===== src/rtl/jsv_pkg.sv =====
package jsv_pkg;

    // Field widths of the two streams
    localparam int SIZE_W = 9;
    localparam int STEP_W = 16;

    // tdata widths, rounded up to whole bytes
    localparam int S_TDATA_W = 32;
    localparam int M_TDATA_W = 16;

    // Bit positions inside s_axis_tdata
    localparam int SIZE_LSB = 0;
    localparam int STEP_LSB = SIZE_LSB + SIZE_W;

    // Access control toward the alive-flag memory
    typedef struct packed {
        logic wr_en;
        logic rd_en;
        logic wr_data;
    } ram_ctl_t;

endpackage


===== src/rtl/jsv_alive_ram.sv =====
module jsv_alive_ram #(
    parameter int DEPTH = 256,
    parameter int AW    = 8
) (
    input  logic              aclk,
    input  jsv_pkg::ram_ctl_t ctl,
    input  logic [AW-1:0]     addr,
    output logic              rd_data
);
    import jsv_pkg::*;

    logic mem [DEPTH];
    logic rd_data_reg;

    // registered read, no reset on contents
    always_ff @(posedge aclk) begin
        if (ctl.wr_en) begin
            mem[addr] <= ctl.wr_data;
        end
        if (ctl.rd_en) begin
            rd_data_reg <= mem[addr];
        end
    end

    assign rd_data = rd_data_reg;

endmodule


===== src/rtl/jsv_rem_unit.sv =====
module jsv_rem_unit #(
    parameter int CW = 9
) (
    input  logic                       aclk,
    input  logic                       aresetn,
    input  logic                       start,
    input  logic [jsv_pkg::STEP_W-1:0] dividend,
    input  logic [CW-1:0]              divisor,
    output logic                       busy,
    output logic                       done,
    output logic [CW-1:0]              remainder
);
    import jsv_pkg::*;

    localparam int NW = $clog2(STEP_W + 1);

    logic [NW-1:0]     cnt_reg;
    logic              busy_reg;
    logic              done_reg;
    logic [STEP_W-1:0] quo_reg;
    logic [CW-1:0]     rem_reg;
    logic [CW-1:0]     div_reg;

    logic [CW:0]       trial;
    logic              fits;
    logic [CW-1:0]     rem_next;

    // restoring division, one dividend bit per cycle, MSB first
    always_comb begin
        trial    = {rem_reg, quo_reg[STEP_W-1]};
        fits     = (trial >= {1'b0, div_reg});
        rem_next = fits ? CW'(trial - {1'b0, div_reg}) : CW'(trial);
    end

    always_ff @(posedge aclk) begin
        if (!aresetn) begin
            busy_reg <= 1'b0;
            done_reg <= 1'b0;
            cnt_reg  <= '0;
        end else begin
            done_reg <= 1'b0;
            if (start) begin
                busy_reg <= 1'b1;
                cnt_reg  <= '0;
            end else if (busy_reg) begin
                cnt_reg <= cnt_reg + NW'(1);
                if (cnt_reg == NW'(STEP_W - 1)) begin
                    busy_reg <= 1'b0;
                    done_reg <= 1'b1;
                end
            end
        end
    end

    always_ff @(posedge aclk) begin
        if (start) begin
            quo_reg <= dividend;
            rem_reg <= '0;
            div_reg <= divisor;
        end else if (busy_reg) begin
            quo_reg <= quo_reg << 1;
            rem_reg <= rem_next;
        end
    end

    assign busy      = busy_reg;
    assign done      = done_reg;
    assign remainder = rem_reg;

endmodule


===== src/rtl/josephus_survivor.sv =====
// Channel   Dir  tdata fields (LSB up)                 tuser
// s_axis    in   circle_size[8:0], step_count[24:9]     -
// m_axis    out  survivor[8:0]                         bad_size
//
// One transaction in, one transaction out. Per item: the alive memory is filled for
// m members, then for each removal the remainder unit gives the skip count and the
// ring is walked (about one lap at most), then a final scan finds the survivor. A zero
// circle size goes straight to the result. The single-port alive memory sets the walk.
// Reset: synchronous, active low; memory contents are never cleared.
// m_axis stall holds the result register; a new item is taken meanwhile.
module josephus_survivor #(
    parameter int MAX_MEMBERS = 256
) (
    input  logic                          aclk,
    input  logic                          aresetn,
    input  logic                          s_axis_tvalid,
    output logic                          s_axis_tready,
    input  logic [jsv_pkg::S_TDATA_W-1:0] s_axis_tdata,  // circle_size, step_count
    output logic                          m_axis_tvalid,
    input  logic                          m_axis_tready,
    output logic [jsv_pkg::M_TDATA_W-1:0] m_axis_tdata,  // survivor
    output logic                          m_axis_tuser   // bad_size
);
    import jsv_pkg::*;

    localparam int AW = $clog2(MAX_MEMBERS);
    localparam int CW = $clog2(MAX_MEMBERS + 1);
    localparam logic [31:0] MAX_U = MAX_MEMBERS;

    localparam logic [3:0] ST_IDLE     = 4'd0;
    localparam logic [3:0] ST_INIT     = 4'd1;
    localparam logic [3:0] ST_MOD_GO   = 4'd2;
    localparam logic [3:0] ST_MOD_WAIT = 4'd3;
    localparam logic [3:0] ST_RD       = 4'd4;
    localparam logic [3:0] ST_EV       = 4'd5;
    localparam logic [3:0] ST_SCAN_RD  = 4'd6;
    localparam logic [3:0] ST_SCAN_EV  = 4'd7;
    localparam logic [3:0] ST_DONE     = 4'd8;

    logic [3:0]        state_reg, state_next;
    logic [CW-1:0]     m_reg, m_next;        // saturated circle size
    logic [STEP_W-1:0] step_reg, step_next;  // n-1 with n=0 taken as 1
    logic [CW-1:0]     left_reg, left_next;  // members still alive
    logic [CW-1:0]     pass_reg, pass_next;  // living members still to skip
    logic [AW-1:0]     pos_reg, pos_next;
    logic              bad_reg, bad_next;
    logic [SIZE_W-1:0] surv_reg, surv_next;

    logic              out_valid_reg, out_valid_next;
    logic [SIZE_W-1:0] out_surv_reg, out_surv_next;
    logic              out_bad_reg, out_bad_next;

    logic [SIZE_W-1:0] in_size;
    logic [STEP_W-1:0] in_step;
    logic [31:0]       size_sat;
    logic [CW-1:0]     pos_plus;
    logic [AW-1:0]     pos_ring;
    logic              load_out;

    ram_ctl_t          ram_ctl;
    logic              ram_rdata;
    logic              rem_start;
    logic              rem_busy;
    logic              rem_done;
    logic [CW-1:0]     rem_value;

    jsv_alive_ram #(
        .DEPTH (MAX_MEMBERS),
        .AW    (AW)
    ) u_ram (
        .aclk    (aclk),
        .ctl     (ram_ctl),
        .addr    (pos_reg),
        .rd_data (ram_rdata)
    );

    jsv_rem_unit #(
        .CW (CW)
    ) u_rem (
        .aclk      (aclk),
        .aresetn   (aresetn),
        .start     (rem_start),
        .dividend  (step_reg),
        .divisor   (left_reg),
        .busy      (rem_busy),
        .done      (rem_done),
        .remainder (rem_value)
    );

    assign in_size  = s_axis_tdata[SIZE_LSB +: SIZE_W];
    assign in_step  = s_axis_tdata[STEP_LSB +: STEP_W];
    assign size_sat = (32'(in_size) > MAX_U) ? MAX_U : 32'(in_size);

    // ring advance, wrapping at the circle size
    assign pos_plus = CW'(pos_reg) + CW'(1);
    assign pos_ring = (pos_plus >= m_reg) ? '0 : AW'(pos_plus);

    assign s_axis_tready = (state_reg == ST_IDLE);
    assign load_out      = (state_reg == ST_DONE) && (!out_valid_reg || m_axis_tready);

    always_comb begin
        state_next      = state_reg;
        m_next          = m_reg;
        step_next       = step_reg;
        left_next       = left_reg;
        pass_next       = pass_reg;
        pos_next        = pos_reg;
        bad_next        = bad_reg;
        surv_next       = surv_reg;
        ram_ctl.wr_en   = 1'b0;
        ram_ctl.rd_en   = 1'b0;
        ram_ctl.wr_data = 1'b0;
        rem_start       = 1'b0;

        unique case (state_reg)
            ST_IDLE: begin
                if (s_axis_tvalid) begin
                    if (in_size == '0) begin
                        bad_next   = 1'b1;
                        surv_next  = '0;
                        state_next = ST_DONE;
                    end else begin
                        bad_next   = 1'b0;
                        m_next     = CW'(size_sat);
                        left_next  = CW'(size_sat);
                        step_next  = (in_step == '0) ? '0 : in_step - STEP_W'(1);
                        pos_next   = '0;
                        state_next = ST_INIT;
                    end
                end
            end
            ST_INIT: begin
                // mark members 0..m-1 alive, one per cycle
                ram_ctl.wr_en   = 1'b1;
                ram_ctl.wr_data = 1'b1;
                if (pos_plus == m_reg) begin
                    pos_next   = '0;
                    state_next = (m_reg == CW'(1)) ? ST_SCAN_RD : ST_MOD_GO;
                end else begin
                    pos_next = AW'(pos_plus);
                end
            end
            ST_MOD_GO: begin
                rem_start  = 1'b1;
                state_next = ST_MOD_WAIT;
            end
            ST_MOD_WAIT: begin
                if (rem_done) begin
                    pass_next  = rem_value;
                    state_next = ST_RD;
                end
            end
            ST_RD: begin
                ram_ctl.rd_en = 1'b1;
                state_next    = ST_EV;
            end
            ST_EV: begin
                // the removal write and the next read never share a cycle
                if (ram_rdata) begin
                    if (pass_reg == '0) begin
                        ram_ctl.wr_en   = 1'b1;
                        ram_ctl.wr_data = 1'b0;
                        left_next       = left_reg - CW'(1);
                        if (left_reg == CW'(2)) begin
                            pos_next   = '0;
                            state_next = ST_SCAN_RD;
                        end else begin
                            state_next = ST_MOD_GO;
                        end
                    end else begin
                        pass_next  = pass_reg - CW'(1);
                        pos_next   = pos_ring;
                        state_next = ST_RD;
                    end
                end else begin
                    pos_next   = pos_ring;
                    state_next = ST_RD;
                end
            end
            ST_SCAN_RD: begin
                ram_ctl.rd_en = 1'b1;
                state_next    = ST_SCAN_EV;
            end
            ST_SCAN_EV: begin
                if (ram_rdata) begin
                    surv_next  = SIZE_W'(pos_plus);
                    state_next = ST_DONE;
                end else begin
                    pos_next   = pos_ring;
                    state_next = ST_SCAN_RD;
                end
            end
            ST_DONE: begin
                if (load_out) begin
                    state_next = ST_IDLE;
                end
            end
            default: begin
                state_next = ST_IDLE;
            end
        endcase
    end

    // output register: holds under stall
    always_comb begin
        out_valid_next = out_valid_reg && !m_axis_tready;
        out_surv_next  = out_surv_reg;
        out_bad_next   = out_bad_reg;
        if (load_out) begin
            out_valid_next = 1'b1;
            out_surv_next  = surv_reg;
            out_bad_next   = bad_reg;
        end
    end

    always_ff @(posedge aclk) begin
        if (!aresetn) begin
            state_reg     <= ST_IDLE;
            out_valid_reg <= 1'b0;
        end else begin
            state_reg     <= state_next;
            out_valid_reg <= out_valid_next;
        end
    end

    always_ff @(posedge aclk) begin
        m_reg        <= m_next;
        step_reg     <= step_next;
        left_reg     <= left_next;
        pass_reg     <= pass_next;
        pos_reg      <= pos_next;
        bad_reg      <= bad_next;
        surv_reg     <= surv_next;
        out_surv_reg <= out_surv_next;
        out_bad_reg  <= out_bad_next;
    end

    assign m_axis_tvalid = out_valid_reg;
    assign m_axis_tdata  = M_TDATA_W'(out_surv_reg);
    assign m_axis_tuser  = out_bad_reg;

    // walk only runs with two or more alive and a skip count below that
    a_walk_counts: assert property (@(posedge aclk) disable iff (!aresetn)
        (state_reg == ST_EV) |-> (left_reg >= CW'(2) && pass_reg < left_reg))
        else $error("walk counters out of range");

    a_pos_in_ring: assert property (@(posedge aclk) disable iff (!aresetn)
        (state_reg == ST_RD || state_reg == ST_EV || state_reg == ST_SCAN_RD ||
         state_reg == ST_SCAN_EV) |-> (CW'(pos_reg) < m_reg))
        else $error("ring position beyond circle size");

    a_rem_idle: assert property (@(posedge aclk) disable iff (!aresetn)
        (state_reg == ST_MOD_GO) |-> !rem_busy)
        else $error("remainder unit restarted while busy");

    a_ram_port: assert property (@(posedge aclk) disable iff (!aresetn)
        !(ram_ctl.wr_en && ram_ctl.rd_en))
        else $error("memory read and write in one cycle");

    a_out_load: assert property (@(posedge aclk) disable iff (!aresetn)
        $rose(out_valid_reg) |-> $past(state_reg == ST_DONE))
        else $error("result register loaded outside the done state");

endmodule

===== config.mk =====
export PLATFORM = sky130hd
export DESIGN_NAME = josephus_survivor
export DESIGN_NICKNAME = d
export VERILOG_FILES = /design/src/rtl/jsv_pkg.sv /design/src/rtl/jsv_alive_ram.sv /design/src/rtl/jsv_rem_unit.sv /design/src/rtl/josephus_survivor.sv
export SDC_FILE = /design/constraint.sdc
export NUM_CORES = 1
export LEC_CHECK = 0
export BUFFER_PORTS_ARGS = -buffer_cell sky130_fd_sc_hd__buf_2
export CAP_MARGIN = 10
export CORE_AREA = 2 2 227 229
export CTS_CLUSTER_DIAMETER = 200
export DETAILED_ROUTE_END_ITERATION = 7
export DIE_AREA = 0 0 229 231
export PLACE_DENSITY = 0.57
export SYNTH_ARGS = -nofsm -noshare
export SYNTH_HDL_FRONTEND = slang
export SYNTH_SLANG_ARGS = --single-unit
export TNS_END_PERCENT = 10

===== constraint.sdc =====
create_clock -name aclk -period 4.5 [get_ports aclk]
set_input_delay 0.9 -clock aclk [delete_from_list [all_inputs] [get_ports aclk]]
set_output_delay 0.9 -clock aclk [all_outputs]
set_load 0.05 [all_outputs]

==> results of run 1 <==
-- routing by layer --
layer	wire length [um]	part of all wire (%)	global-route usage [%]
met5	0	0	0
met4	818	2.2	4.63
met3	1720	4.6	2.04
met2	18700	50	25.0
met1	16300	43	18.4
-- cell usage after synthesis, types with 9 or more instances --
library cell  number
buf_4             10
or3_1             10
clkbuf_1          48
inv_1             43
and2_1             9
nor4_1            11
xnor2_1           22
ha_1              29
dfxtp_1           21
buf_2             17
a22oi_1           20
a21oi_1           21
nand2_1          105
nor2b_1           20
nor2_1           309
o21ai_0           34
mux4_2            68
nor3_1            19
xor2_1            12
nand3_1           32
edfxtp_1         353
-- per-stage QoR --
stage	cell area, um2	total power, uW	cells	util [%]	setup WS (ns)
finish	19200	11200	2052	37.8	1.10
global route	19200	11800	2051	37.8	0.826
CTS	19200	11300	2051	37.8	1.12
detailed placement	17900	8180	1982	35.4	1.13
global placement	17900	8130	1982	35.4	1.17
floorplan	17100	7270	1319	-	0.704
-- worst max-delay path by stage --
stage	to	slack, ns	depth (start not counted)
detailed placement	pos_reg[1]$_DFFE_PP_	1.13	11
CTS	pos_reg[1]$_DFFE_PP_	1.12	11
finish	state_reg[1]$_SDFFE_PN0P_	1.10	14
global route	pos_reg[0]$_DFFE_PP_	0.83	11
floorplan	pos_reg[1]$_DFFE_PP_	0.70	6
global placement	pos_reg[1]$_DFFE_PP_	1.17	11
-- power breakdown --
group | switching [uW] | internal (uW) | total [uW]
clock | 1360 | 1760 | 3110
combinational | 2110 | 1240 | 3350
sequential | 232 | 4480 | 4720
-- area by class of cell --
cell class,instances,area (um2),area share [%]
Antenna cell,1,2.50,0.0130
Tap cell,680,851,4.44
Timing Repair Buffer,68,448,2.34
Multi-Input combinational cell,816,5460,28.5
Clock buffer,46,1070,5.56
Inverter,44,169,0.881
Clock inverter,23,163,0.848
Sequential cell,374,11000,57.5
-- cells in the final DEF (no fill, tap or decap), drive strengths merged, types with 22 or more instances in the layout --
cell type and count:
buf 68, nor2 310, edfxtp 353, mux4 68, xnor2 22, clkbuf 46
ha 29, nand2 109, o21ai 35, inv 43, nand3 32
-- worst register-to-register path, cell delays in order (launching register included) --
cell      delay, ns
edfxtp_1       0.71
and2_1         0.39
and3_1         0.24
nand3_1        0.10
xor2_1         0.28
inv_1          0.09
ha_1           0.29
nand3_1        0.08
nor3_1         0.19
buf_4          0.20
o22ai_1        0.12
nor3_1         0.32
nand2_1        0.09
o22ai_1        0.11
and2_1         0.14
-- logic make-up (layout without fill, tap and decap cells) --
kind of cell | Yosys count | count (layout) | share of synthesized area [%]
other | 1 | 8 | 0.0220
multiplexers | 75 | 75 | 9.41
AO/OA/AOI/OAI | 118 | 118 | 4.48
flip-flops | 374 | 374 | 64.7
buffers and inverters | 129 | 181 | 3.46
AND/OR/NAND/NOR | 552 | 552 | 14.0
XOR/XNOR | 34 | 34 | 1.75
adder cells (fa/ha/maj) | 30 | 30 | 2.25
==> results by group, run 1 <==
Cells and area
  – Area Growth Syn to Fin: 12.5%
  – Max reg flops: 256
  – # fillers: 4905
  – Layout Nets: 1411
  – Share of layout cells above drive strength 1: 15.0%

Setup path
  – CP Capture Type: register
  – Worst path bufs/invs: 2
  – Critical path's slowest cell: edfxtp_1
  – Reg2Reg Capture Point: state_reg[1]$_SDFFE_PN0P_
  – Critical path's top delay family: simple AND/OR/NAND/NOR gates
  – Startpoint type of the worst setup path: register
  – CP max stage delay: 0.71 ns
  – Worst setup path startpoint: pos_reg[2]$_DFFE_PP_
  – R2R Setup Slk: about 1.1 ns
  – Worst-path cell chain: and2_1, and3_1, nand3_1, xor2_1, inv_1, ha_1, nand3_1, nor3_1, buf_4, o22ai_1, nor3_1, nand2_1, o22ai_1, and2_1
  – Worst R2R Path Depth: 14
  – Crit Path Category: register to register
  – R2r startpoint: pos_reg[2]$_DFFE_PP_
  – Worst Path Required: 5.00 ns
  – CP arrival: 3.91 ns
  – CP max FO: 11

Timing
  – Final Max Slew Viols: 0
  – Hold WS: 0.413 ns
  – Worst slew margin: 31.7%
  – RSZ-0062 raised after global routing: no
  – Fmax: 0.294 GHz
  – Hold Vio Cnt, Final: 0
  – Post-Route Skew: 0.0281 ns
  – Setup violations, final: 0
  – Setup TNS: 0 ns
  – Worst Tran Pin Value: 1.02 ns
  – Tcrit/Tclk final: 75.6%
  – Tmin final: 3.40 ns

Clock tree
  – Skew-Pair Late Insertion Delay: approximately 0.56 ns
  – Post-CTS setup buffers: 0
  – Reg clk slew, reported paths: 0.06 ns
  – Number of clock sinks: 374
  – CTS tree: done
  – Root buffer cell: clkbuf_16
  – Hold bufs inserted after CTS: 0
  – Max clock buf depth: 3
  – Cts repair resizes: 0
  – Max H-tree Level: 2
  – Cts bufs inserted: 41

Floorplanning
  – Initial Util: 33.6%
  – Ports: 55
  – # rows: a little over 80
  – Die extent in y: approximately 230 um
  – Die ar.: 52900 um2
  – Core ar.: about 51000 um2
  – Die X: 229 um

Placed design
  – RePlAce Congestion: 0.793
  – Buffers on Ports: 40
  – HPWL Detailed: 22700 um

Logic synthesis
  – Count of cell types in the netlist: 58
  – Sequential area share after synthesis: 64.7%
  – Synth top area cells: edfxtp_1 (62%), mux4_2 (9.0%), nor2_1 (6.8%)
  – Ys flop type: edfxtp_1
  – Mapped Area: 17000 um2
  – Synthesized area per cell: between 10 and 15 um2
  – Post-Synthesis Cells: 1313
  – Yosys Warn Count: 0
  – EDFF count, synth: around 350
  – Share of the synthesized area in the top cell type: 62.2%
  – #FFs+latches synth: approximately 370
  – Yosys top cell by area: edfxtp_1
  – Post-synthesis async set-or-reset flop share: 0%

Power and ir drop
  – Leakage: 0.00622 uW
  – Worst vdd ir: between 0.2 and 0.3 mV
  – Pwr/cell area: 583 nW/um2

Detailed routing
  – DR pass1 iterations: 5
  – Drc violations: 0
  – DR iter-0 viols: 901
  – DR vias: 10300
  – Number of routed nets with antenna violations: 0
  – Avg WL per Cell: around 18 um
  – Via/cell ratio: between 5 and 6
  – Routed WL: 37500 um

Worst hold path
  – Hold path start: surv_reg[1]$_SDFFCE_PP0P_
  – Worst Hold Path EP: out_surv_reg[1]$_DFFE_PP_
  – Hold Crit Class: register to register
  – Worst hold stages: 0

Global routing
  – Total GRT Usage: 14.3%
  – Global-route wire length before repair: between 50000 and 60000 um
  – Initial antenna violation count: 1
  – GRT overflow: 0
  – Vias in the first global route: 10300
  – Largest net degree at the start of global routing: 149

Flow run
  – Number of max-cap violations: 0

Status
  – Status: finished clean
Power figures use the tool's default switching activity.
==> run 2, diff against run 1 <==
PLACE_DENSITY = 0.56   (was 0.57)
clock period = 3.4 ns   (was 4.5 ns; I/O delays follow)
==> run 2 against run 1 <==
Sequential cell count did not move. Final area increased by 1.9%. Clock power up 45%. Sequential share of layout area decreased by 1.1 points. Die area did not move. Fmax is 13% higher. Hold slack better by 0.0045 ns. Core utilization is 0.74 points higher. Cell count is 1.4% higher. Critical endpoint is now pos_reg[1]$_DFFE_PP_. Highest routed layer unchanged.
==> results by group, run 2 (synthesis results as in run 1) <==
Status
  – Status: finished clean

Floorplanning
  – Initial Util: 33.6% (unchanged)
  – Die ar.: 52900 um2 (unchanged)
  – Core ar.: 50700 um2 (unchanged)
  – Die X: 229 um (unchanged)
  – Ports: 55 (unchanged)
  – Die extent in y: 231 um (unchanged)
  – # rows: 83 (unchanged)

Timing
  – Final Max Slew Viols: 0 (unchanged)
  – Fmax: 0.331 GHz (+13%)
  – Min setup slack post-route: 0.380 ns (-0.717 ns)
  – Tmin final: 3.02 ns (-0.383 ns)
  – Worst Tran Pin Value: 0.934 ns (-0.0881 ns)
  – Setup violations, final: 0 (unchanged)
  – RSZ-0062 raised after global routing: no
  – Post-Route Skew: 0.0250 ns (-0.00305 ns)
  – Worst slew margin: 37.7% (+5.9 points)
  – Tcrit/Tclk final: 88.8% (+13 points)
  – Hold Vio Cnt, Final: 0 (unchanged)

Cells and area
  – Commonest non-fill, non-tap cell in the layout: edfxtp_1
  – Area Growth Syn to Fin: 14.7%
  – Post-route insts no fill: 2081 (+1.4%)
  – Layout Nets: 1435 (+1.7%)
  – Max reg flops: 256 (unchanged)
  – Multi-input gate area: 5470 um2 (+0.23%)
  – Fin util: 38.6% (+0.74 points)
  – Share of layout cells above drive strength 1: 16.7% (+1.7 points)
  – Register Area: 11000 um2 (unchanged)
  – # diodes: 0 (-1)
  – Commonest cells after routing, fill and taps aside: edfxtp_1 (353), nor2_1 (308), nand2_1 (105), mux4_2 (68), buf_4 (45)
  – # fillers: 4905 (unchanged)

Global routing
  – Total GRT Usage: 14.8% (+0.51 points)
  – Vias in the first global route: 10600 (+2.2%)
  – Largest net degree at the start of global routing: 135 (-9.4%)
  – Initial antenna violation count: 0 (-1)
  – Global-route wire length before repair: 60700 um (+3.2%)
  – GRT overflow: 0 (unchanged)

Detailed routing
  – Number of routed nets with antenna violations: 0 (unchanged)
  – DR pass1 iterations: 5 (unchanged)
  – DR top layer: met4
  – DR iter-0 viols: 716 (-21%)
  – Drc violations: 0 (unchanged)
  – Routed WL: 38700 um (+3.0%)
  – Avg WL per Cell: 18.6 um (+1.6%)
  – DR vias: 10400 (+0.37%)
  – WL met3: 1820 um (+6.1%)
  – Met2 wire length: 19100 um (+2.1%)
  – Routed length on met1: 16700 um (+2.4%)
  – Via/cell ratio: 4.98 (-1.0%)

Setup path
  – CP Capture Type: register
  – Startpoint type of the worst setup path: register
  – Worst R2R Path Depth: 12 (-2)
  – Worst Path Required: 3.79 ns (-1.21 ns)
  – CP max stage delay: 0.44 ns (-0.27 ns)
  – Critical Path Most Common Cell: ha_1
  – CP max FO: 36 (+25)
  – Crit Path Category: register to register
  – Worst-path cell chain: buf_12, inv_1, ha_1, ha_1, nor2b_1, o21a_1, o21ai_0, a211oi_1, o31ai_1, a21oi_1, buf_4, nor3b_1
  – CP arrival: 3.41 ns (-0.50 ns)
  – Critical path's slowest cell: edfxtp_1

Clock tree
  – Hold bufs inserted after CTS: 0 (unchanged)
  – Root buffer cell: clkbuf_16
  – Max clock buf depth: 3 (unchanged)
  – Skew-Pair Late Insertion Delay: 0.55 ns (about the same)
  – Cts bufs inserted: 41 (unchanged)
  – CTS tree: done
  – Max H-tree Level: 2 (unchanged)
  – Post-CTS setup buffers: 0 (unchanged)
  – Number of clock sinks: 374 (unchanged)
  – Reg clk slew, reported paths: 0.06 ns (about the same)
  – Cts repair resizes: 0 (unchanged)

Flow run
  – Number of max-cap violations: 0 (unchanged)

Placed design
  – Buffers on Ports: 40 (unchanged)
  – RePlAce Congestion: 0.815 (+2.7%)
  – Pre-CTS setup slack: 0.368 ns (-0.760 ns)
  – HPWL Detailed: 24500 um (+7.8%)
  – Dpl cells: 2006 (+1.2%)

Power and ir drop
  – Total power: 15400 uW (+38%)
  – Leakage: 0.00641 uW (+3.1%)
  – Worst vdd ir: 0.515 mV (+88%)
  – Pwr/cell area: 787 nW/um2 (+35%)

Worst hold path
  – Hold Crit Class: register to register
  – Worst hold stages: 0 (unchanged)
run 2: worst max-delay path, delay by kind of cell (launching register included):
kind / cells / cell delay, ns
AND/OR/NAND/NOR: 2 / 0.32
AO/OA/AOI/OAI: 5 / 0.76
adder cells (fa/ha/maj): 2 / 0.70
buffers and inverters: 3 / 0.59
flip-flops: 1 / 0.44
run 2: final timing paths:
check	start	slack, ns	to
setup / recovery	pos_reg[0]$_DFFE_PP_	0.38	pos_reg[1]$_DFFE_PP_
hold / removal	surv_reg[0]$_SDFFCE_PP0P_	0.42	out_surv_reg[0]$_DFFE_PP_
setup reg to reg	pos_reg[0]$_DFFE_PP_	0.38	pos_reg[1]$_DFFE_PP_
hold reg to reg	surv_reg[0]$_SDFFCE_PP0P_	0.42	out_surv_reg[0]$_DFFE_PP_
run 2: final cells by class:
class                      count  area share (%)
clock buffer                  46            5.45
tap                          680            4.35
clock inverter                29            1.51
inverter                      44           0.864
multi-input combinational    816            28.0
sequential                   374            56.4
timing repair buffer          92            3.47
run 2: power by group:
group / switching, uW / total (uW) / internal (uW)
Combinational: 2900 / 4700 / 1800
Sequential: 270 / 6200 / 5930
Clock: 1790 / 4500 / 2710
Total: 4960 / 15400 / 10400
run 2: metal layers:
metal / vias to the layer above / track usage, %
met5: - / 0
met4: 0 / 5.44
met3: 71 / 2.21
met2: 243 / 25.6
met1: 5174 / 18.9
li1: 4873 / -
run 2: through the flow:
step	area, um2	TNS, ns	hold WS (ns)
2_1_floorplan	17100	-2.10	0.400
3_3_place_gp	18200	0	0.407
3_5_place_dp	18200	0	0.405
4_1_cts	19600	0	0.406
5_1_grt	19600	0	0.425
6_report	19600	0	0.417
